`config.mk`:
```
export PLATFORM = sky130hd
export DESIGN_NAME = whitespace_instruction_decoder_flat
export DESIGN_NICKNAME = d
export VERILOG_FILES = /design/src/wsd_pkg.sv /design/src/wsd_if.sv /design/src/wsd_in_reg.sv /design/src/wsd_parser.sv /design/src/wsd_out_reg.sv /design/src/whitespace_instruction_decoder.sv /design/src/flat_wrapper.sv
export SDC_FILE = /design/constraint.sdc
export NUM_CORES = 1
export LEC_CHECK = 0
export CAP_MARGIN = 20
export CORE_MARGIN = 3
export CORE_UTILIZATION = 55
export CTS_CLUSTER_DIAMETER = 40
export CTS_CLUSTER_SIZE = 14
export DETAILED_ROUTE_END_ITERATION = 8
export DONT_BUFFER_PORTS = 1
export HOLD_SLACK_MARGIN = 0.06
export PLACE_DENSITY = 0.68
export SYNTH_ARGS = -nofsm -noshare
export SYNTH_HDL_FRONTEND = slang
export SYNTH_SLANG_ARGS = --single-unit
```
`constraint.sdc`:
```
create_clock -name clk -period 10.7 [get_ports clk]
set_input_delay 2.14 -clock clk [delete_from_list [all_inputs] [get_ports clk]]
set_output_delay 2.14 -clock clk [all_outputs]
set_load 0.05 [all_outputs]
```
`src/wsd_pkg.sv`:
```
`timescale 1ns / 1ps

package wsd_pkg;

  localparam int LABEL_BITS_DEF = 64;

  localparam int NUM_W     = 32;
  localparam int LBL_OUT_W = 64;
  localparam int LEN_OUT_W = 7;

  localparam logic [7:0] CH_SPACE = 8'h20;
  localparam logic [7:0] CH_TAB   = 8'h09;
  localparam logic [7:0] CH_LF    = 8'h0A;

  typedef enum logic [4:0] {
    OP_PUSH  = 5'd0,
    OP_DUP   = 5'd1,
    OP_SWAP  = 5'd2,
    OP_DROP  = 5'd3,
    OP_ADD   = 5'd4,
    OP_SUB   = 5'd5,
    OP_MUL   = 5'd6,
    OP_DIV   = 5'd7,
    OP_MOD   = 5'd8,
    OP_STORE = 5'd9,
    OP_LOAD  = 5'd10,
    OP_LABEL = 5'd11,
    OP_CALL  = 5'd12,
    OP_JUMP  = 5'd13,
    OP_JZ    = 5'd14,
    OP_JNEG  = 5'd15,
    OP_RET   = 5'd16,
    OP_END   = 5'd17,
    OP_PUTC  = 5'd18,
    OP_PUTN  = 5'd19,
    OP_GETC  = 5'd20,
    OP_GETN  = 5'd21,
    OP_ERROR = 5'd22
  } op_t;

  // position in the prefix tree
  typedef enum logic [4:0] {
    POS_START    = 5'd0,
    POS_S        = 5'd1,
    POS_SL       = 5'd2,
    POS_T        = 5'd3,
    POS_TT       = 5'd4,
    POS_TS       = 5'd5,
    POS_TSS      = 5'd6,
    POS_TST      = 5'd7,
    POS_TL       = 5'd8,
    POS_TLS      = 5'd9,
    POS_TLT      = 5'd10,
    POS_L        = 5'd11,
    POS_LS       = 5'd12,
    POS_LT       = 5'd13,
    POS_LL       = 5'd14,
    POS_NUM_SIGN = 5'd15,
    POS_NUM_BITS = 5'd16,
    POS_LAB_MARK = 5'd17,
    POS_LAB_CALL = 5'd18,
    POS_LAB_JUMP = 5'd19,
    POS_LAB_JZ   = 5'd20,
    POS_LAB_JNEG = 5'd21
  } pos_t;

  typedef enum logic [1:0] {
    SYM_S = 2'd0,
    SYM_T = 2'd1,
    SYM_L = 2'd2,
    SYM_X = 2'd3
  } sym_t;

  typedef enum logic [1:0] {
    ACT_IDLE = 2'd0,
    ACT_GO   = 2'd1,
    ACT_EMIT = 2'd2,
    ACT_FAIL = 2'd3
  } act_t;

  typedef struct packed {
    logic [7:0] char_byte;
    logic       end_of_input;
  } item_t;

  typedef struct packed {
    op_t                   opcode;
    logic signed [NUM_W-1:0] number;
    logic [LBL_OUT_W-1:0]  label_bits;
    logic [LEN_OUT_W-1:0]  label_length;
    logic                  label_overflow;
  } res_t;

endpackage

```
`src/wsd_if.sv`:
```
`timescale 1ns / 1ps

interface wsd_in_if;
  logic       valid;
  logic       ready;
  logic [7:0] char_byte;
  logic       end_of_input;

  modport source (output valid, output char_byte, output end_of_input, input ready);
  modport sink   (input valid, input char_byte, input end_of_input, output ready);
endinterface

interface wsd_out_if;
  logic               valid;
  logic               ready;
  logic [4:0]         opcode;
  logic signed [31:0] number;
  logic [63:0]        label_bits;
  logic [6:0]         label_length;
  logic               label_overflow;

  modport source (output valid, output opcode, output number, output label_bits,
                  output label_length, output label_overflow, input ready);
  modport sink   (input valid, input opcode, input number, input label_bits,
                  input label_length, input label_overflow, output ready);
endinterface

```
`src/wsd_in_reg.sv`:
```
`timescale 1ns / 1ps

module wsd_in_reg (
  input  logic          clk,
  input  logic          rst_n,
  wsd_in_if.sink        in_ch,
  input  logic          advance,
  output logic          item_valid,
  output wsd_pkg::item_t item
);
  import wsd_pkg::*;

  logic  valid_r;
  item_t item_r;
  logic  take;

  assign in_ch.ready = !valid_r || advance;
  assign take        = in_ch.valid && in_ch.ready;

  always_ff @(posedge clk) begin
    if (!rst_n) begin
      valid_r <= 1'b0;
    end else if (take) begin
      valid_r <= 1'b1;
    end else if (advance) begin
      valid_r <= 1'b0;
    end
  end

  always_ff @(posedge clk) begin
    if (take) begin
      item_r.char_byte    <= in_ch.char_byte;
      item_r.end_of_input <= in_ch.end_of_input;
    end
  end

  assign item_valid = valid_r;
  assign item       = item_r;

endmodule

```
`src/wsd_parser.sv`:
```
`timescale 1ns / 1ps

module wsd_parser #(
  parameter int LABEL_BITS = wsd_pkg::LABEL_BITS_DEF
) (
  input  logic           clk,
  input  logic           rst_n,
  input  logic           step,
  input  wsd_pkg::item_t item,
  output logic           has_result,
  output wsd_pkg::res_t  result
);
  import wsd_pkg::*;

  localparam int CNT_W = $clog2(LABEL_BITS + 1);

  pos_t                  pos_r, pos_nxt;
  logic                  halted_r, halted_nxt;
  logic                  sign_r, sign_nxt;
  logic [NUM_W-1:0]      acc_r, acc_nxt;
  logic [LABEL_BITS-1:0] lab_r, lab_nxt;
  logic [CNT_W-1:0]      cnt_r, cnt_nxt;
  logic                  ovf_r, ovf_nxt;

  sym_t sym;
  act_t act;
  pos_t go_pos;
  op_t  op;
  logic start_num, set_sign, num_shift, emit_num;
  logic start_lab, lab_shift, emit_lab;

  logic [LABEL_BITS:0] lab_wide;
  logic [NUM_W-1:0]    num_val;

  always_comb begin
    if (item.char_byte == CH_SPACE) begin
      sym = SYM_S;
    end else if (item.char_byte == CH_TAB) begin
      sym = SYM_T;
    end else if (item.char_byte == CH_LF) begin
      sym = SYM_L;
    end else begin
      sym = SYM_X;
    end
  end

  // decode: what this word does at the current position
  always_comb begin
    act       = ACT_IDLE;
    go_pos    = pos_r;
    op        = OP_ERROR;
    start_num = 1'b0;
    set_sign  = 1'b0;
    num_shift = 1'b0;
    emit_num  = 1'b0;
    start_lab = 1'b0;
    lab_shift = 1'b0;
    emit_lab  = 1'b0;
    if (halted_r) begin
      act = ACT_IDLE;
    end else if (item.end_of_input) begin
      act = (pos_r == POS_START) ? ACT_IDLE : ACT_FAIL;
    end else if (sym == SYM_X) begin
      act = ACT_IDLE;
    end else begin
      case (pos_r)
        POS_START: begin
          act    = ACT_GO;
          go_pos = (sym == SYM_S) ? POS_S : (sym == SYM_T) ? POS_T : POS_L;
        end
        POS_S: begin
          if (sym == SYM_S) begin
            act       = ACT_GO;
            go_pos    = POS_NUM_SIGN;
            start_num = 1'b1;
          end else if (sym == SYM_L) begin
            act    = ACT_GO;
            go_pos = POS_SL;
          end else begin
            act = ACT_FAIL;
          end
        end
        POS_SL: begin
          act = ACT_EMIT;
          op  = (sym == SYM_S) ? OP_DUP : (sym == SYM_T) ? OP_SWAP : OP_DROP;
        end
        POS_T: begin
          act    = ACT_GO;
          go_pos = (sym == SYM_S) ? POS_TS : (sym == SYM_T) ? POS_TT : POS_TL;
        end
        POS_TT: begin
          act = (sym == SYM_L) ? ACT_FAIL : ACT_EMIT;
          op  = (sym == SYM_S) ? OP_STORE : OP_LOAD;
        end
        POS_TS: begin
          act    = (sym == SYM_L) ? ACT_FAIL : ACT_GO;
          go_pos = (sym == SYM_S) ? POS_TSS : POS_TST;
        end
        POS_TSS: begin
          act = ACT_EMIT;
          op  = (sym == SYM_S) ? OP_ADD : (sym == SYM_T) ? OP_SUB : OP_MUL;
        end
        POS_TST: begin
          act = (sym == SYM_L) ? ACT_FAIL : ACT_EMIT;
          op  = (sym == SYM_S) ? OP_DIV : OP_MOD;
        end
        POS_TL: begin
          act    = (sym == SYM_L) ? ACT_FAIL : ACT_GO;
          go_pos = (sym == SYM_S) ? POS_TLS : POS_TLT;
        end
        POS_TLS: begin
          act = (sym == SYM_L) ? ACT_FAIL : ACT_EMIT;
          op  = (sym == SYM_S) ? OP_PUTC : OP_PUTN;
        end
        POS_TLT: begin
          act = (sym == SYM_L) ? ACT_FAIL : ACT_EMIT;
          op  = (sym == SYM_S) ? OP_GETC : OP_GETN;
        end
        POS_L: begin
          act    = ACT_GO;
          go_pos = (sym == SYM_S) ? POS_LS : (sym == SYM_T) ? POS_LT : POS_LL;
        end
        POS_LS: begin
          act       = ACT_GO;
          start_lab = 1'b1;
          go_pos    = (sym == SYM_S) ? POS_LAB_MARK :
                      (sym == SYM_T) ? POS_LAB_CALL : POS_LAB_JUMP;
        end
        POS_LT: begin
          if (sym == SYM_L) begin
            act = ACT_EMIT;
            op  = OP_RET;
          end else begin
            act       = ACT_GO;
            start_lab = 1'b1;
            go_pos    = (sym == SYM_S) ? POS_LAB_JZ : POS_LAB_JNEG;
          end
        end
        POS_LL: begin
          act = (sym == SYM_L) ? ACT_EMIT : ACT_FAIL;
          op  = OP_END;
        end
        POS_NUM_SIGN: begin
          if (sym == SYM_L) begin
            // no sign at all: push zero
            act = ACT_EMIT;
            op  = OP_PUSH;
          end else begin
            act      = ACT_GO;
            go_pos   = POS_NUM_BITS;
            set_sign = 1'b1;
          end
        end
        POS_NUM_BITS: begin
          if (sym == SYM_L) begin
            act      = ACT_EMIT;
            op       = OP_PUSH;
            emit_num = 1'b1;
          end else begin
            num_shift = 1'b1;
          end
        end
        POS_LAB_MARK, POS_LAB_CALL, POS_LAB_JUMP, POS_LAB_JZ, POS_LAB_JNEG: begin
          case (pos_r)
            POS_LAB_MARK: op = OP_LABEL;
            POS_LAB_CALL: op = OP_CALL;
            POS_LAB_JUMP: op = OP_JUMP;
            POS_LAB_JZ:   op = OP_JZ;
            default:      op = OP_JNEG;
          endcase
          if (sym == SYM_L) begin
            act      = ACT_EMIT;
            emit_lab = 1'b1;
          end else begin
            lab_shift = 1'b1;
          end
        end
        default: begin
          act = ACT_FAIL;
        end
      endcase
    end
  end

  assign lab_wide = {lab_r, sym == SYM_T};
  assign num_val  = sign_r ? (NUM_W'(0) - acc_r) : acc_r;

  // next state
  always_comb begin
    pos_nxt    = pos_r;
    halted_nxt = halted_r;
    sign_nxt   = sign_r;
    acc_nxt    = acc_r;
    lab_nxt    = lab_r;
    cnt_nxt    = cnt_r;
    ovf_nxt    = ovf_r;
    if (step) begin
      case (act)
        ACT_GO:   pos_nxt = go_pos;
        ACT_EMIT: pos_nxt = POS_START;
        ACT_FAIL: begin
          pos_nxt    = POS_START;
          halted_nxt = 1'b1;
        end
        default:  pos_nxt = pos_r;
      endcase
      if (start_num) begin
        sign_nxt = 1'b0;
        acc_nxt  = '0;
      end
      if (set_sign) begin
        sign_nxt = (sym == SYM_T);
      end
      if (num_shift) begin
        acc_nxt = {acc_r[NUM_W-2:0], sym == SYM_T};
      end
      if (start_lab) begin
        lab_nxt = '0;
        cnt_nxt = '0;
        ovf_nxt = 1'b0;
      end
      if (lab_shift) begin
        lab_nxt = lab_wide[LABEL_BITS-1:0];
        // count saturates; further bits mark the overflow and still shift into the label
        if (cnt_r == CNT_W'(LABEL_BITS)) begin
          ovf_nxt = 1'b1;
        end else begin
          cnt_nxt = cnt_r + 1'b1;
        end
      end
    end
  end

  // result; whether the word is actually taken is decided outside
  always_comb begin
    has_result            = (act == ACT_EMIT) || (act == ACT_FAIL);
    result.opcode         = (act == ACT_FAIL) ? OP_ERROR : op;
    result.number         = '0;
    result.label_bits     = '0;
    result.label_length   = '0;
    result.label_overflow = 1'b0;
    if (act == ACT_EMIT) begin
      if (emit_num) begin
        result.number = num_val;
      end
      if (emit_lab) begin
        result.label_bits     = LBL_OUT_W'(lab_r);
        result.label_length   = LEN_OUT_W'(cnt_r);
        result.label_overflow = ovf_r;
      end
    end
  end

  always_ff @(posedge clk) begin
    if (!rst_n) begin
      pos_r    <= POS_START;
      halted_r <= 1'b0;
      sign_r   <= 1'b0;
      acc_r    <= '0;
      lab_r    <= '0;
      cnt_r    <= '0;
      ovf_r    <= 1'b0;
    end else begin
      pos_r    <= pos_nxt;
      halted_r <= halted_nxt;
      sign_r   <= sign_nxt;
      acc_r    <= acc_nxt;
      lab_r    <= lab_nxt;
      cnt_r    <= cnt_nxt;
      ovf_r    <= ovf_nxt;
    end
  end

endmodule

```
`src/wsd_out_reg.sv`:
```
`timescale 1ns / 1ps

module wsd_out_reg (
  input  logic          clk,
  input  logic          rst_n,
  input  logic          load,
  input  wsd_pkg::res_t result,
  output logic          slot_free,
  wsd_out_if.source     out_ch
);
  import wsd_pkg::*;

  logic valid_r;
  res_t res_r;

  assign slot_free = !valid_r || out_ch.ready;

  always_ff @(posedge clk) begin
    if (!rst_n) begin
      valid_r <= 1'b0;
    end else if (load) begin
      valid_r <= 1'b1;
    end else if (out_ch.ready) begin
      valid_r <= 1'b0;
    end
  end

  always_ff @(posedge clk) begin
    if (load) begin
      res_r <= result;
    end
  end

  assign out_ch.valid          = valid_r;
  assign out_ch.opcode         = res_r.opcode;
  assign out_ch.number         = res_r.number;
  assign out_ch.label_bits     = res_r.label_bits;
  assign out_ch.label_length   = res_r.label_length;
  assign out_ch.label_overflow = res_r.label_overflow;

endmodule

```
`src/whitespace_instruction_decoder.sv`:
```
`timescale 1ns / 1ps
// A word that completes an instruction is loaded into the input register on acceptance;
// its result is then decoded combinationally and loaded into the result register.
// Throughput: one word per cycle; the prefix-tree step and the number/label shifts
// are a single pass of logic. A stalled result holds the input only for a word that
// yields a result (a completed instruction or an error).
// Reset (rst_n low, synchronous): parser back at instruction start, not halted,
// both registers empty.
module whitespace_instruction_decoder #(
  parameter int LABEL_BITS = wsd_pkg::LABEL_BITS_DEF
) (
  input  logic      clk,
  input  logic      rst_n,
  wsd_in_if.sink    in_ch,
  wsd_out_if.source out_ch
);
  import wsd_pkg::*;

  logic  item_valid;
  item_t item;
  logic  has_result;
  res_t  result;
  logic  slot_free;
  logic  advance;

  // a word that yields nothing moves on even while the result register is full
  assign advance = item_valid && (!has_result || slot_free);

  wsd_in_reg u_in_reg (
    .clk        (clk),
    .rst_n      (rst_n),
    .in_ch      (in_ch),
    .advance    (advance),
    .item_valid (item_valid),
    .item       (item)
  );

  wsd_parser #(
    .LABEL_BITS (LABEL_BITS)
  ) u_parser (
    .clk        (clk),
    .rst_n      (rst_n),
    .step       (advance),
    .item       (item),
    .has_result (has_result),
    .result     (result)
  );

  wsd_out_reg u_out_reg (
    .clk       (clk),
    .rst_n     (rst_n),
    .load      (advance && has_result),
    .result    (result),
    .slot_free (slot_free),
    .out_ch    (out_ch)
  );

endmodule

```
`src/flat_wrapper.sv`:
```
// flat-port wrapper written by rule: the top's interface ports become plain ports
module whitespace_instruction_decoder_flat import wsd_pkg::*;
#(
  parameter int LABEL_BITS = wsd_pkg::LABEL_BITS_DEF
)
  (clk, rst_n, in_ch_valid, in_ch_char_byte, in_ch_end_of_input, in_ch_ready, out_ch_valid, out_ch_opcode, out_ch_number, out_ch_label_bits, out_ch_label_length, out_ch_label_overflow, out_ch_ready);
  wsd_in_if in_ch_i ();
  wsd_out_if out_ch_i ();
  input  logic clk;
  input  logic rst_n;
  input wire logic [$bits(in_ch_i.valid)-1:0] in_ch_valid;
  input wire logic [$bits(in_ch_i.char_byte)-1:0] in_ch_char_byte;
  input wire logic [$bits(in_ch_i.end_of_input)-1:0] in_ch_end_of_input;
  output wire logic [$bits(in_ch_i.ready)-1:0] in_ch_ready;
  output wire logic [$bits(out_ch_i.valid)-1:0] out_ch_valid;
  output wire logic [$bits(out_ch_i.opcode)-1:0] out_ch_opcode;
  output wire logic [$bits(out_ch_i.number)-1:0] out_ch_number;
  output wire logic [$bits(out_ch_i.label_bits)-1:0] out_ch_label_bits;
  output wire logic [$bits(out_ch_i.label_length)-1:0] out_ch_label_length;
  output wire logic [$bits(out_ch_i.label_overflow)-1:0] out_ch_label_overflow;
  input wire logic [$bits(out_ch_i.ready)-1:0] out_ch_ready;
  assign in_ch_i.valid = in_ch_valid;
  assign in_ch_i.char_byte = in_ch_char_byte;
  assign in_ch_i.end_of_input = in_ch_end_of_input;
  assign in_ch_ready = in_ch_i.ready;
  assign out_ch_valid = out_ch_i.valid;
  assign out_ch_opcode = out_ch_i.opcode;
  assign out_ch_number = out_ch_i.number;
  assign out_ch_label_bits = out_ch_i.label_bits;
  assign out_ch_label_length = out_ch_i.label_length;
  assign out_ch_label_overflow = out_ch_i.label_overflow;
  assign out_ch_i.ready = out_ch_ready;
  whitespace_instruction_decoder #(.LABEL_BITS(LABEL_BITS)) u_core (.clk(clk), .rst_n(rst_n), .in_ch(in_ch_i), .out_ch(out_ch_i));
endmodule
```
==> flow_summary.yaml, run 1 <==
yosys:
  synth_area_leaders: "edfxtp_1 (36%), dfxtp_1 (23%), a22o_1 (8.6%), and2_1 (4.9%), xor2_1 (2.7%)"
  ys.flop_type: "edfxtp_1"
  syn_inst: 827
  synth_top_area_cell: "edfxtp_1"
  ys_types: 71
  yosysWarnings: 0
  ys_seq_elements: 231
  synthesis.area_mm2: 0.00975
  synth_nets: 843
  yosys.area.top_type_share_pct: 36.4
  seq_area_frac_synth_pct: 59.6
  avgSynthCellArea_um2: 11.8
  synthArstFlopShare_pct: 0
  synth_edf_count: 118
cts:
  cts_tree: "done"
  clock_latency_ps: 550
  clkSinkCount: 231
  cts_root_buffer: "clkbuf_16"
  cts_setup_buffers: 0
  clkSlewWorstSetupHoldPaths_ps: 60
  cts_htree_levels: 1
  ctsResizeCount: 0
  hold_buffers: 0
  cts_buffers: 30
  clockBufferDepth: 3
route:
  wire_per_inst_um: 18.8
  avgViaCountPerCell: 6.07
  vias: 6450
  routed_wl_um: 20000
  firstDrtPassIters: 5
  route.detailed.drc: 0
  drtAntennaViolNets: 0
  drtIter0Drc: 465
die:
  rows: 48
  die_x_um: 139
  io_pins: 124
  start_util_pct: 56.3
  die_h_um: 139
  die_area_mm2: 0.0194
  core-area_mm2: 0.0173
status:
  status: "completed"
critical_path:
  endpoint_kind: "output port"
  crit_fanout: 11
  worstPathCellList: "or4_1 > a211oi_2 > a311oi_2 > o31ai_1 > a21boi_0 > nand2_1"
  worst_ep_required_time_ps: 8560
  cp-start-kind: "register"
  criticalPathCategory: "register to output port"
  arrival_ps: 3950
  crit_slowest_cell: "or4_1"
  cpPeakStageDelay_ps: 700
grt:
  grt-ovfl-total: 0
  grt_pass1_wl_um: 32800
  antenna_found_initial: 0
  grt_usage_pct: 20.1
  grt_max_degree: 95
  grt_pass1_vias: 6271
layout:
  drive_gt1_share_pct: 10.9
  fin_nets: 830
  multi_input_area_mm2: 0.00364
  diodes: 0
  synthToLayoutAreaGrowth_pct: 13.0
  fillCellCount: 1305
  register_area_mm2: 0.00581
  finish.utilization_pct: 63.6
sta:
  worst_slack_ps: 4610
  max_slew_margin_pct: 30.6
  min_period_ps: 6090
  tightest_slew_ps: 1040
  totalNegativeSetupSlack_ps: 0
  setup_viol: 0
  rsz0062_at_grt: "false"
  whs_ps: 479
  slew_viol_final: 0
  fmax_mhz: 164
  finalCritPeriodShare_pct: 56.9
  finClkSkew_ps: 9.86
  hold_viol_final: 0
placed_design:
  gp_congestion: 0.814
  place_ws_ps: 5200
  place_hpwl_um: 12600
  io_buffers: 0
power_and_ir_drop:
  p_sw_uw: 408
  pwr-share-seq_pct: 47.0
  power_density_mw_per_mm2: 180
  power.internal_mw: 1.57
  total_power_mw: 1.98
  p_comb_share_pct: 1.1
  p_leak_nw: 4.16
  irDropWorstVdd_mv: 0.206
  power_frac_clock_pct: 51.9
  netSwitchingFraction_pct: 20.7
hold_path:
  min_path_type: "register to register"
job:
  maxCapViolations: 0
power by group through the flow:
| stage | clock network, mW | logic (mW) | registers, mW |
|---|---|---|---|
| floorplan | 0 | 0.0172 | 0.947 |
| global placement | 0 | 0.0205 | 0.948 |
| detailed placement | 0 | 0.0207 | 0.948 |
| CTS | 1.05 | 0.0208 | 0.929 |
| global route | 1.08 | 0.0230 | 0.929 |
| finish | 1.03 | 0.0210 | 0.929 |
per-stage QoR:
stage,area (µm²),cells
floorplan,9750,827
global placement,9860,1004
CTS,10900,1060
global route,11000,1063
finish,11000,1063
detailed placement,9860,1004
cell usage in the layout (no fill, tap or decap), types with 22 or more instances in the layout:
cell type  count
edfxtp_1     118
and2_1        76
a22o_1        96
nand2_1       32
o21ai_0       31
nor2_1        47
dfxtp_1      113
clkbuf_16     31
nand3_1       22
xor2_1        30
worst paths after layout:
| kind | from | endpoint | slack (ps) | cells past startpoint |
|---|---|---|---|---|
| hold / removal | u_core.u_parser.lab_r[63]$_SDFFE_PN0P_ | u_core.u_parser.lab_r[63]$_SDFFE_PN0P_ | 480 | 1 |
| hold reg to reg | u_core.u_parser.lab_r[63]$_SDFFE_PN0P_ | u_core.u_parser.lab_r[63]$_SDFFE_PN0P_ | 480 | 1 |
| setup reg to reg | u_core.u_in_reg.item[5]$_DFFE_PP_ | u_core.u_in_reg.item[4]$_DFFE_PP_ | 6600 | 6 |
| setup / recovery | u_core.u_in_reg.item[5]$_DFFE_PP_ | in_ch_ready | 4610 | 6 |
layer usage:
layer	routed length [µm]	track usage (%)	vias to the layer above	part of all wire [%]
li1	-	-	3082	-
met1	9110	27.2	3142	46
met2	9460	33.6	201	47
met3	1060	4.07	25	5.3
met4	335	4.89	0	1.7
met5	0	0	-	0
logic make-up after synthesis:
family | count (synthesis) | synth area share [%]
and+or+nand+nor | 269 | 15.7
AOI/OAI and AO/OA | 210 | 17.2
adders and majority gates | 3 | 0.385
xor gates and xnor gates | 33 | 2.97
muxes | 8 | 0.822
buffers and inverters | 73 | 3.39
DFF | 231 | 59.6
worst max-delay path: cells and delay by family, from the launching register on:
| family | cells | cell delay, ps |
|---|---|---|
| and+or+nand+nor | 2 | 1140 |
| AOI/OAI and AO/OA | 4 | 1870 |
| DFF | 1 | 390 |
Yosys cell counts (13+ instances only):
master,n
nand2_1,32
nor2_1,48
and2_1,76
nor3_1,15
nand3_1,22
a22o_1,96
inv_1,13
o21ai_0,31
dfxtp_1,113
xor2_1,30
edfxtp_1,118
clkbuf_1,39
final cells by class:
| cell class | count | area share (%) |
|---|---|---|
| Multi-Input combinational cell | 523 | 33.1 |
| Sequential cell | 231 | 52.7 |
| Inverter | 15 | 0.511 |
| Clock buffer | 40 | 7.99 |
| Timing Repair Buffer | 13 | 1.30 |
| Clock inverter | 16 | 1.82 |
| Tap cell | 225 | 2.56 |
registers in the layout (all words and copies together), names as in the netlist:
name,count
u_core.u_out_reg.out_ch.label_bits,64
u_core.u_in_reg.item,9
u_core.u_out_reg.out_ch.valid,1
u_core.u_out_reg.out_ch.opcode,5
u_core.u_parser.sign_r,1
u_core.u_parser.ovf_r,1
u_core.u_parser.lab_r,64
u_core.u_parser.pos_r,5
u_core.u_out_reg.out_ch.label_overflow,1
u_core.u_out_reg.out_ch.number,32
u_core.u_out_reg.out_ch.label_length,7
u_core.u_parser.cnt_r,7
u_core.u_in_reg.item_valid,1
u_core.u_parser.halted_r,1
u_core.u_parser.acc_r,32
Power figures use the tool's default switching activity.
==> run 2: changes to the inputs <==
--- a/config.mk
+++ b/config.mk
@@ -13,7 +13,7 @@
 export DETAILED_ROUTE_END_ITERATION = 8
 export DONT_BUFFER_PORTS = 1
 export HOLD_SLACK_MARGIN = 0.06
-export PLACE_DENSITY = 0.68
+export PLACE_DENSITY = 0.71
 export SYNTH_ARGS = -nofsm -noshare
 export SYNTH_HDL_FRONTEND = slang
 export SYNTH_SLANG_ARGS = --single-unit
==> constraint.sdc (replaced) <==
create_clock -name clk -period 5.5 [get_ports clk]
set_input_delay 1.1 -clock clk [delete_from_list [all_inputs] [get_ports clk]]
set_output_delay 1.1 -clock clk [all_outputs]
set_load 0.05 [all_outputs]
==> run 2 against run 1 <==
  * Utilization fell by 0.59 points
  * Total power increased by 88%
  * Clock skew decreased by 0.60 ps
  * Cell area decreased by 0.93%
  * Largest cell class unchanged
  * Combinational power is 95% higher
  * Clock power is 81% higher
  * Sequential share of layout area increased by 0.50 points
  * Largest power group unchanged
  * Global-route usage increased by 0.12 points
  * Non-clock buffer count grew 1
  * Hold slack lost 1.9 ps
  * Sequential power increased by 95%
==> flow_summary.yaml, run 2 (synthesis results as in run 1) <==
status:
  status: "completed"
layout:
  register_area_mm2: 0.00581
  final_cell_mix: "edfxtp_1 (118), dfxtp_1 (113), a22o_1 (96)"
  fillCellCount: 1320
  fin_nets: 830
  drive_gt1_share_pct: 10.8
  multi_input_area_mm2: 0.00364
  synthToLayoutAreaGrowth_pct: 11.9
  final_cells: 1062
  fin_area_mm2: 0.0109
  finish.utilization_pct: 63.0
  layout_commonest_cell: "edfxtp_1"
  diodes: 0
critical_path:
  criticalPathCategory: "register to output port"
  worstPathCellList: "or4_1 > a211oi_1 > o32ai_2 > o31ai_1 > a21boi_0 > nand2_1"
  cp_num_buf_inv: 0
  cp-start-kind: "register"
  crit_slowest_cell: "o31ai_1"
  arrival_ps: 3670
  worst_ep_required_time_ps: 4400
  crit_family: "compound AO/OA/AOI/OAI gates"
  crit_fanout: 8
  cpPeakStageDelay_ps: 720
  endpoint_kind: "output port"
grt:
  grt_max_degree: 73
  antenna_found_initial: 0
  grt_pass1_vias: 6331
  grt-ovfl-total: 0
  grt_usage_pct: 20.2
  grt_pass1_wl_um: 33000
sta:
  finalCritPeriodShare_pct: 86.6
  totalNegativeSetupSlack_ps: 0
  min_period_ps: 4770
  whs_ps: 477
  setup_viol: 0
  tightest_slew_ps: 1030
  max_slew_margin_pct: 31.1
  worst_slack_ps: 734
  hold_viol_final: 0
  finClkSkew_ps: 9.26
  rsz0062_at_grt: "false"
  fmax_mhz: 210
  slew_viol_final: 0
placed_design:
  postPlaceCellArea_mm2: 0.00988
  io_buffers: 0
  place_hpwl_um: 12700
  gp_congestion: 0.886
  place_ws_ps: 1300
  dp_cells: 1006
hold_path:
  min_path_type: "register to register"
route:
  wl_met2_um: 9410
  firstDrtPassIters: 6
  top_layer: "met4"
  drtAntennaViolNets: 0
  avgViaCountPerCell: 6.09
  wire_per_inst_um: 18.7
  drtIter0Drc: 385
  vias: 6467
  wl_met3_um: 1230
  route.detailed.drc: 0
  routed_wl_um: 19800
  m1WireLength_um: 8680
power_and_ir_drop:
  p_leak_nw: 4.12
  irDropWorstVdd_mv: 0.263
  total_power_mw: 3.71
  power_density_mw_per_mm2: 340
cts:
  cts_setup_buffers: 0
  cts_htree_levels: 1
  clockBufferDepth: 3
  clock_latency_ps: 530
  clkSlewWorstSetupHoldPaths_ps: 60
  cts_root_buffer: "clkbuf_16"
  clkSinkCount: 231
  cts_buffers: 29
  ctsResizeCount: 0
  hold_buffers: 0
  cts_tree: "done"
die:
  die_area_mm2: 0.0194
  die_h_um: 139
  io_pins: 124
  start_util_pct: 56.3
  die_x_um: 139
  core-area_mm2: 0.0173
  rows: 48
job:
  maxCapViolations: 0
-- run 2: changes by cell type in the layout (fill, tap and decap cells not counted), moves of 2 or more --
cell	change
clkbuf_16	-2
inv_8	+4
buf_4	+2
clkbuf_8	-7
clkinv_2	+2
clkinv_8	-3
-- run 2: final cells by class --
| cell class | instances | area share, % |
|---|---|---|
| clock buffers | 32 | 6.76 |
| clock inverters | 22 | 2.25 |
| inverters | 15 | 0.516 |
| multi-input cells | 523 | 33.4 |
| flip-flops and latches | 231 | 53.2 |
| well taps | 225 | 2.58 |
| repair buffers | 14 | 1.26 |
-- run 2: report_power, final --
group / total [mW] / internal, mW / switching [mW]
sequential: 1.81 / 1.80 / 0.00698
combinational: 0.0409 / 0.0120 / 0.0289
clock: 1.86 / 1.10 / 0.760
-- run 2: worst paths after layout --
| path | startpoint | end | slack, ps | cells after the start |
|---|---|---|---|---|
| worst max-delay path | u_core.u_in_reg.item[5]$_DFFE_PP_ | in_ch_ready | 730 | 6 |
| worst min-delay path | u_core.u_parser.lab_r[0]$_SDFFE_PN0P_ | u_core.u_parser.lab_r[0]$_SDFFE_PN0P_ | 480 | 2 |
| worst max register to register | u_core.u_parser.pos_r[0]$_SDFFE_PN0P_ | u_core.u_out_reg.out_ch.number[8]$_SDFFCE_PN0P_ | 2000 | 6 |
| worst min register to register | u_core.u_parser.lab_r[0]$_SDFFE_PN0P_ | u_core.u_parser.lab_r[0]$_SDFFE_PN0P_ | 480 | 2 |
-- run 2: worst reg2reg max path, cell delays in order (launching register included) --
cell and delay (ps):
dfxtp_1 840, nand2b_1 370, o32ai_2 540, o311ai_1 260
and2_1 270, nor2_4 140, buf_4 650
-- run 2: metal layers --
layer	GRT usage, %	vias up
met5	0	-
met4	6.75	0
met3	4.28	44
met2	32.7	225
met1	27.4	3107
li1	-	3091
